**config.mk**
```make
export PLATFORM = sky130hd
export DESIGN_NAME = socd_last_input_priority_cleaner
export DESIGN_NICKNAME = d
export VERILOG_FILES = /design/src/design/socd_pkg.sv /design/src/design/socd_last_input_priority_cleaner.sv
export SDC_FILE = /design/constraint.sdc
export NUM_CORES = 1
export LEC_CHECK = 0
export BUFFER_PORTS_ARGS = -buffer_cell sky130_fd_sc_hd__clkbuf_2
export CAP_MARGIN = 0
export CORE_ASPECT_RATIO = 1.25
export CORE_MARGIN = 4
export CORE_UTILIZATION = 50
export CTS_BUF_LIST = sky130_fd_sc_hd__clkbuf_8
export DETAILED_ROUTE_END_ITERATION = 8
export PLACE_DENSITY = 0.74
export SYNTH_ARGS = -nofsm -noshare
export SYNTH_HDL_FRONTEND = slang
export SYNTH_SLANG_ARGS = --single-unit
```
**constraint.sdc**
```tcl
create_clock -name clock -period 5.9 [get_ports clock]
set_input_delay 0.885 -clock clock [delete_from_list [all_inputs] [get_ports clock]]
set_output_delay 0.885 -clock clock [all_outputs]
set_load 0.05 [all_outputs]
```
**src/design/socd_pkg.sv**
```systemverilog
// ----------------------------------------------------------------------------
// socd_pkg
// shared types and constants for the opposite-direction key cleaner
// ----------------------------------------------------------------------------
package socd_pkg;

   localparam int unsigned KEY_W    = 8;
   localparam int unsigned NUM_DIRS = 4;
   localparam int unsigned DIR_W    = 2;
   localparam int unsigned CSR_IDX_W = 3;

   // direction slots
   localparam logic [DIR_W-1:0] DIR_LEFT  = 2'd0;
   localparam logic [DIR_W-1:0] DIR_RIGHT = 2'd1;
   localparam logic [DIR_W-1:0] DIR_UP    = 2'd2;
   localparam logic [DIR_W-1:0] DIR_DOWN  = 2'd3;

   // flipping the low bit of a direction gives its opposite
   localparam logic [DIR_W-1:0] DIR_OPPOSITE_MASK = 2'd1;

   // configuration register indexes
   typedef enum logic [CSR_IDX_W-1:0] {
      CSR_LEFT_KEY       = 3'd0,
      CSR_RIGHT_KEY      = 3'd1,
      CSR_UP_KEY         = 3'd2,
      CSR_DOWN_KEY       = 3'd3,
      CSR_BYPASS_KEY     = 3'd4,
      CSR_ESCAPE_SRC_KEY = 3'd5
   } csr_index_type;

   // reset key bindings
   localparam logic [KEY_W-1:0] RESET_LEFT_KEY       = 8'h41;
   localparam logic [KEY_W-1:0] RESET_RIGHT_KEY      = 8'h44;
   localparam logic [KEY_W-1:0] RESET_UP_KEY         = 8'h57;
   localparam logic [KEY_W-1:0] RESET_DOWN_KEY       = 8'h53;
   localparam logic [KEY_W-1:0] RESET_BYPASS_KEY     = 8'h45;
   localparam logic [KEY_W-1:0] RESET_ESCAPE_SRC_KEY = 8'h00;

   // escape binding of zero means unbound
   localparam logic [KEY_W-1:0] KEY_UNBOUND = 8'h00;

   typedef logic [NUM_DIRS-1:0][KEY_W-1:0] key_map_type;

   typedef struct packed {
      logic             hit;
      logic [DIR_W-1:0] idx;
   } dir_match_type;

   typedef struct packed {
      logic             inject_valid;
      logic             inject_escape;
      logic [KEY_W-1:0] inject_key;
      logic             inject_release;
   } rsp_type;

   // first matching direction in order left, right, up, down
   function automatic dir_match_type dir_of(input logic [KEY_W-1:0] code,
                                            input key_map_type keys);
      dir_match_type m;
      m.hit = 1'b1;
      if (code == keys[DIR_LEFT]) begin
         m.idx = DIR_LEFT;
      end else if (code == keys[DIR_RIGHT]) begin
         m.idx = DIR_RIGHT;
      end else if (code == keys[DIR_UP]) begin
         m.idx = DIR_UP;
      end else if (code == keys[DIR_DOWN]) begin
         m.idx = DIR_DOWN;
      end else begin
         m.hit = 1'b0;
         m.idx = DIR_LEFT;
      end
      return m;
   endfunction

endpackage

```
**src/design/socd_last_input_priority_cleaner.sv**
```systemverilog
// ----------------------------------------------------------------------------
// socd_last_input_priority_cleaner
// resolves opposite direction keys by last-input priority, one key event a beat
// ----------------------------------------------------------------------------
//
//   channel  direction  handshake              payload
//   req      in         req_valid / req_ready  key_code, is_press, is_injected
//   rsp      out        rsp_valid / rsp_ready  inject_valid, inject_escape,
//                                              inject_key, inject_release
//   csr      in         csr_valid / csr_ready  index, data (write only)
//
// one beat a cycle while the rsp side is not stalled: the held-key state is updated and the result computed by a
//   few key-code compares in the cycle the req beat is accepted
// the result is registered, so rsp_valid rises in the cycle after the req beat is accepted
// req_ready stays high while the result register is empty or being drained,
//   so a stalled rsp side holds off only the next beat
// synchronous reset restores the default key bindings and clears all held bits
// csr writes are always taken; csr_ready is tied high
//
module socd_last_input_priority_cleaner
   import socd_pkg::*;
(
   input  logic                 clock,
   input  logic                 reset,

   input  logic                 req_valid,
   output logic                 req_ready,
   input  logic [KEY_W-1:0]     req_key_code,
   input  logic                 req_is_press,
   input  logic                 req_is_injected,

   output logic                 rsp_valid,
   input  logic                 rsp_ready,
   output logic                 rsp_inject_valid,
   output logic                 rsp_inject_escape,
   output logic [KEY_W-1:0]     rsp_inject_key,
   output logic                 rsp_inject_release,

   input  logic                 csr_valid,
   output logic                 csr_ready,
   input  logic [CSR_IDX_W-1:0] csr_index,
   input  logic [KEY_W-1:0]     csr_data
);

   // key bindings
   key_map_type      dir_keys_ff;
   logic [KEY_W-1:0] bypass_key_ff;
   logic [KEY_W-1:0] escape_key_ff;

   // held-key state
   logic [NUM_DIRS-1:0] physical_held_ff, physical_held_in;
   logic [NUM_DIRS-1:0] reported_held_ff, reported_held_in;
   logic                bypass_held_ff,   bypass_held_in;

   // result register
   logic    rsp_valid_ff;
   rsp_type rsp_ff, rsp_in;

   logic req_accept;
   logic csr_accept;

   // event decode
   dir_match_type       ev_dir;
   logic [KEY_W-1:0]    opp_key;
   dir_match_type       opp_dir;
   logic [NUM_DIRS-1:0] ev_bit;
   logic [NUM_DIRS-1:0] opp_bit;
   logic [NUM_DIRS-1:0] phys_upd;
   logic [NUM_DIRS-1:0] rep_upd;

   assign csr_ready  = 1'b1;
   assign csr_accept = csr_valid && csr_ready;

   // skid via result register: take a new beat whenever it is empty or the old result leaves
   assign req_ready  = !rsp_valid_ff || rsp_ready;
   assign req_accept = req_valid && req_ready;

   // configuration registers
   always_ff @(posedge clock) begin
      if (reset) begin
         dir_keys_ff[DIR_LEFT]  <= RESET_LEFT_KEY;
         dir_keys_ff[DIR_RIGHT] <= RESET_RIGHT_KEY;
         dir_keys_ff[DIR_UP]    <= RESET_UP_KEY;
         dir_keys_ff[DIR_DOWN]  <= RESET_DOWN_KEY;
         bypass_key_ff          <= RESET_BYPASS_KEY;
         escape_key_ff          <= RESET_ESCAPE_SRC_KEY;
      end else if (csr_accept) begin
         unique case (csr_index)
            CSR_LEFT_KEY:       dir_keys_ff[DIR_LEFT]  <= csr_data;
            CSR_RIGHT_KEY:      dir_keys_ff[DIR_RIGHT] <= csr_data;
            CSR_UP_KEY:         dir_keys_ff[DIR_UP]    <= csr_data;
            CSR_DOWN_KEY:       dir_keys_ff[DIR_DOWN]  <= csr_data;
            CSR_BYPASS_KEY:     bypass_key_ff          <= csr_data;
            CSR_ESCAPE_SRC_KEY: escape_key_ff          <= csr_data;
            default: ;  // indexes past the list are dropped
         endcase
      end
   end

   // direction of the event and of its opposite; the opposite's key is looked
   // up again so duplicate bindings resolve to the first matching slot
   always_comb begin
      ev_dir  = dir_of(req_key_code, dir_keys_ff);
      opp_key = dir_keys_ff[ev_dir.idx ^ DIR_OPPOSITE_MASK];
      opp_dir = dir_of(opp_key, dir_keys_ff);
      ev_bit  = NUM_DIRS'(1) << ev_dir.idx;
      opp_bit = NUM_DIRS'(1) << opp_dir.idx;
   end

   // next state and result for the beat at the req port
   always_comb begin
      physical_held_in = physical_held_ff;
      reported_held_in = reported_held_ff;
      bypass_held_in   = bypass_held_ff;
      rsp_in           = '0;
      phys_upd         = physical_held_ff;
      rep_upd          = reported_held_ff;

      if (req_is_injected) begin
         // synthetic events leave everything alone
      end else if (req_key_code == bypass_key_ff) begin
         bypass_held_in = req_is_press;
      end else if (escape_key_ff != KEY_UNBOUND && req_key_code == escape_key_ff) begin
         rsp_in.inject_valid   = 1'b1;
         rsp_in.inject_escape  = 1'b1;
         rsp_in.inject_release = !req_is_press;
      end else if (ev_dir.hit) begin
         if (req_is_press) begin
            phys_upd = physical_held_ff | ev_bit;
            rep_upd  = reported_held_ff | ev_bit;
            // newest press wins: drop the opposite if it is still reported, unless bypass is held
            if ((phys_upd & opp_bit) != '0 && (rep_upd & opp_bit) != '0
                && !bypass_held_ff) begin
               rsp_in.inject_valid   = 1'b1;
               rsp_in.inject_key     = opp_key;
               rsp_in.inject_release = 1'b1;
               rep_upd               = rep_upd & ~opp_bit;
            end
         end else begin
            phys_upd = physical_held_ff & ~ev_bit;
            rep_upd  = reported_held_ff & ~ev_bit;
            // opposite still physically down and bypass not held: report it pressed again
            if ((phys_upd & opp_bit) != '0 && !bypass_held_ff) begin
               rsp_in.inject_valid = 1'b1;
               rsp_in.inject_key   = opp_key;
               rep_upd             = rep_upd | opp_bit;
            end
         end
         physical_held_in = phys_upd;
         reported_held_in = rep_upd;
      end
   end

   // held-key state advances only on an accepted beat
   always_ff @(posedge clock) begin
      if (reset) begin
         physical_held_ff <= '0;
         reported_held_ff <= '0;
         bypass_held_ff   <= 1'b0;
      end else if (req_accept) begin
         physical_held_ff <= physical_held_in;
         reported_held_ff <= reported_held_in;
         bypass_held_ff   <= bypass_held_in;
      end
   end

   // result register
   always_ff @(posedge clock) begin
      if (reset) begin
         rsp_valid_ff <= 1'b0;
      end else if (req_accept) begin
         rsp_valid_ff <= 1'b1;
      end else if (rsp_ready) begin
         rsp_valid_ff <= 1'b0;
      end
   end

   always_ff @(posedge clock) begin
      if (req_accept) begin
         rsp_ff <= rsp_in;
      end
   end

   assign rsp_valid          = rsp_valid_ff;
   assign rsp_inject_valid   = rsp_ff.inject_valid;
   assign rsp_inject_escape  = rsp_ff.inject_escape;
   assign rsp_inject_key     = rsp_ff.inject_key;
   assign rsp_inject_release = rsp_ff.inject_release;

`ifndef NO_ASSERTIONS
   // a direction is never reported held unless it is physically held
   a_reported_within_physical: assert property (@(posedge clock) disable iff (reset)
      (reported_held_ff & ~physical_held_ff) == '0)
      else $error("reported held bit without physical held bit");

   // injected beats leave the direction state untouched
   a_injected_no_state: assert property (@(posedge clock) disable iff (reset)
      req_accept && req_is_injected |=>
         $stable(physical_held_ff) && $stable(reported_held_ff)
         && $stable(bypass_held_ff))
      else $error("injected beat changed held state");

   // every accepted beat leaves a result behind
   a_accept_gives_rsp: assert property (@(posedge clock) disable iff (reset)
      req_accept |=> rsp_valid_ff)
      else $error("accepted beat produced no result");
`endif

endmodule
```
==> summary.txt <==
Floorplan
  – Core Area: between 9000 and 10000 sq um
  – Starting density of the core: between 50 and 60%
  – Die width: roughly 97 um
  – Die Y-Extent: between 100 and 150 um
  – I/O pin total: 40
  – Die area: 11500 sq um
  – Site Rows: 40

GRT
  – All-Layer GR Usage: between 20% and 30%
  – Largest net degree at the start of global routing: 43
  – Initial antenna violation count: 0
  – Vias in the first global route: 4558
  – First-pass GRT wire length: between 20000 and 30000 um
  – Grt total ovfl: 0

Route
  – WL/cell: ~22 um
  – TritonRoute pass-1 iters: 5
  – ANT nets after route: 0
  – # DRC: 0
  – Vias: approximately 4600
  – 1st-iter DRT viols: 276
  – Routed vias/inst: ~6.3
  – Final wirelength: ~16000 um

Final layout
  – # diodes: 0
  – Area Growth Syn to Fin: 6.79%
  – Layout cells sized above 1: 15.7%
  – # nets final: ~630

Power and ir drop
  – Power Density: ~210 nW/um^2
  – VDD IR max: around 0.18 mV
  – Leak: ~1.9 nW

Run
  – Max Cap Viol: 0

Clock network
  – Clk root buf: clkbuf_8
  – Sink Count: 69
  – PostCTS Resize Cnt: 0
  – Postcts setup bufs: 0
  – Worst-Skew Late Latency: 0.36 ns
  – Number of H-tree levels: 3
  – CTS buffer count: 9
  – CTS tree: done
  – Hold bufs inserted after CTS: 0
  – Longest Clk Path Bufs: 2
  – Clock-pin slew on the worst setup and hold paths: 0.08 ns

Critical path
  – Buffers & Inverters on Critical Path: 1
  – Worst path max stage delay: 0.68 ns
  – Crit end category: flop
  – Worst EP required: 6.10 ns
  – Worst-path fanout max: 16
  – Setup CP Type: primary input to flop
  – Critical path's top delay family: compound AO/OA/AOI/OAI gates
  – Worst path cell trace: clkbuf_2, xor2_1, nor4_2, and2_1, a31oi_4, o21ai_0, nor3_1, a2111oi_4, and2_1, o31ai_1, a2111oi_4, o21ai_2, a211oi_2
  – Worst Setup Start Kind: primary input
  – Slowest cell on crit path: and2_1
  – Worst EP arrival: approximately 5.1 ns

Timing
  – Worst Max-Slew Pin Slew: around 1.1 ns
  – Fin. Hold Viols: 0
  – PnR worst setup slack: 1.03 ns
  – Rel. slew slack: roughly 28%
  – Minimum clock period: between 4 and 5 ns
  – Final Slew Violations: 0
  – Worst clock skew: roughly 0.0079 ns
  – Tcrit/Tclk final: approximately 83%
  – Highest clock rate: 0.205 GHz
  – Final setup viols: 0
  – RSZ-0062 raised after global routing: false
  – Setup TNS Final: 0 ns
  – Minimum hold slack: between 0.4 and 0.5 ns

Yosys
  – Synthesized instance count: roughly 600
  – Synth area leader: dfxtp_1
  – Post-synth top cells: 75 x nand2_1, 58 x dfxtp_1, 53 x nor2_1
  – Synth warnings: 0
  – Post-synth EDFFs: 11
  – Distinct cells, synth: 81
  – Post-Syn Area: approximately 5000 sq um
  – Post-synthesis async set-or-reset flop share: 0%
  – Mapped Nets: about 600
  – Yosys reg bits: 69
  – Avg Cell Area, Syn: between 8 and 9 sq um
  – Most numerous cell in the Yosys netlist: nand2_1
  – Top-area cell type share of the netlist area: between 20% and 30%
  – Seq/Total Area, Yosys: just over 30%
  – Top cells by area, synth: dfxtp_1 24%, edfxtp_1 6.7%, xnor2_1 6.6%, nand2_1 5.7%, mux2i_1 4.9%
  – Synth Flop Type: dfxtp_1

Hold path
  – Hold Crit Class: flop to flop

Place
  – Pre-CTS setup slack: 0.680 ns
  – Hpwl dp: about 12000 um
  – Count of input and output buffers: 38
  – GP Congestion: about 1.0

Outcome
  – Status: complete, no violations
path summary, 6_finish.rpt:
path	start	endpoint	slack, ns	depth (start not counted)
max	req_key_code[2]	rsp_inject_key[4]$_SDFFCE_PP0P_	1.03	13
min	flop	flop	0.46	2
max reg2reg	dir_keys_ff[2]$_SDFFE_PP0P_	rsp_inject_key[4]$_SDFFCE_PP0P_	1.22	12
min reg2reg	flop	flop	0.46	2
layout make-up:
type | count | area, sq um
timing repair buffer | 43 | 228
multi-input combinational | 451 | 3040
fill | 906 | 4370
inverter | 26 | 97.6
sequential | 69 | 1490
tap | 126 | 158
clock buffer | 9 | 124
clock inverter | 7 | 97.6
cell usage in the layout, fill, tap and decap left out, drive strengths merged, types with 3 or more instances in the layout:
cell type	count
buf	5
inv	26
clkbuf	47
o31ai	4
and3	6
nor4	6
nand2b	4
a21oi	36
a221oi	4
nand4	13
a32oi	3
xor2	18
and2	7
xnor2	38
o221ai	7
o211ai	16
dfxtp	58
o41ai	3
o21ai	19
o22ai	6
or2	4
clkinv	4
a2111oi	7
a211oi	5
mux2i	24
edfxtp	11
nor2	56
nand3	18
o2111ai	5
nor3	27
nand2	76
power breakdown:
part	switching [mW]	internal (mW)	total [mW]	leakage [nW]
logic	0.100	0.0511	0.151	1.18
registers	0.0175	0.489	0.507	0.582
clock network	0.198	0.239	0.437	0.107
total	0.316	0.779	1.10	1.87
state kept, by name, indices dropped and copies added (netlist names), named ones only:
signal	cells
dir_keys_ff	32
bypass_key_ff	8
escape_key_ff	8
rsp_inject_key	8
reported_held_ff	4
bypass_held_ff	1
rsp_inject_escape	1
rsp_inject_release	1
rsp_inject_valid	1
rsp_valid	1
kinds of logic (layout without fill, tap and decap cells):
kind of cell	after synthesis	in the layout	share of synthesized area, %
xor+xnor	56	56	10.2
other cells	1	1	0.0765
mux	25	25	5.13
buf+inv	69	85	7.58
compound gates	142	142	24.1
simple gates	227	227	22.6
flops	69	69	30.4
per-layer routing:
layer | part of all wire, % | global-route usage [%]
met1 | 39 | 35.3
met2 | 52 | 50.0
met3 | 4.8 | 4.33
met4 | 4.1 | 12.9
met5 | 0 | 0
worst reg2reg max path, cell delays in order (launching register included):
cell and delay (ns):
dfxtp_1 0.56, xor2_1 0.17, nor4_2 0.35, and2_1 0.68, a31oi_4 0.22, o21ai_0 0.51
nor3_1 0.14, a2111oi_4 0.54, and2_1 0.37, o31ai_1 0.18, a2111oi_4 0.39, o21ai_2 0.18
a211oi_2 0.23
stage by stage:
step / std cells / total power [mW] / instance area [sq um] / util, %
final: 731 / 1.10 / 5240 / 54.5
after global placement: 715 / 0.663 / 5010 / 52.2
after global routing: 731 / 1.14 / 5240 / 54.5
after detailed placement: 715 / 0.666 / 5010 / 52.2
after floorplan: 589 / 0.625 / 4900 / -
after CTS: 731 / 1.10 / 5240 / 54.5
Power figures use the tool's default switching activity.
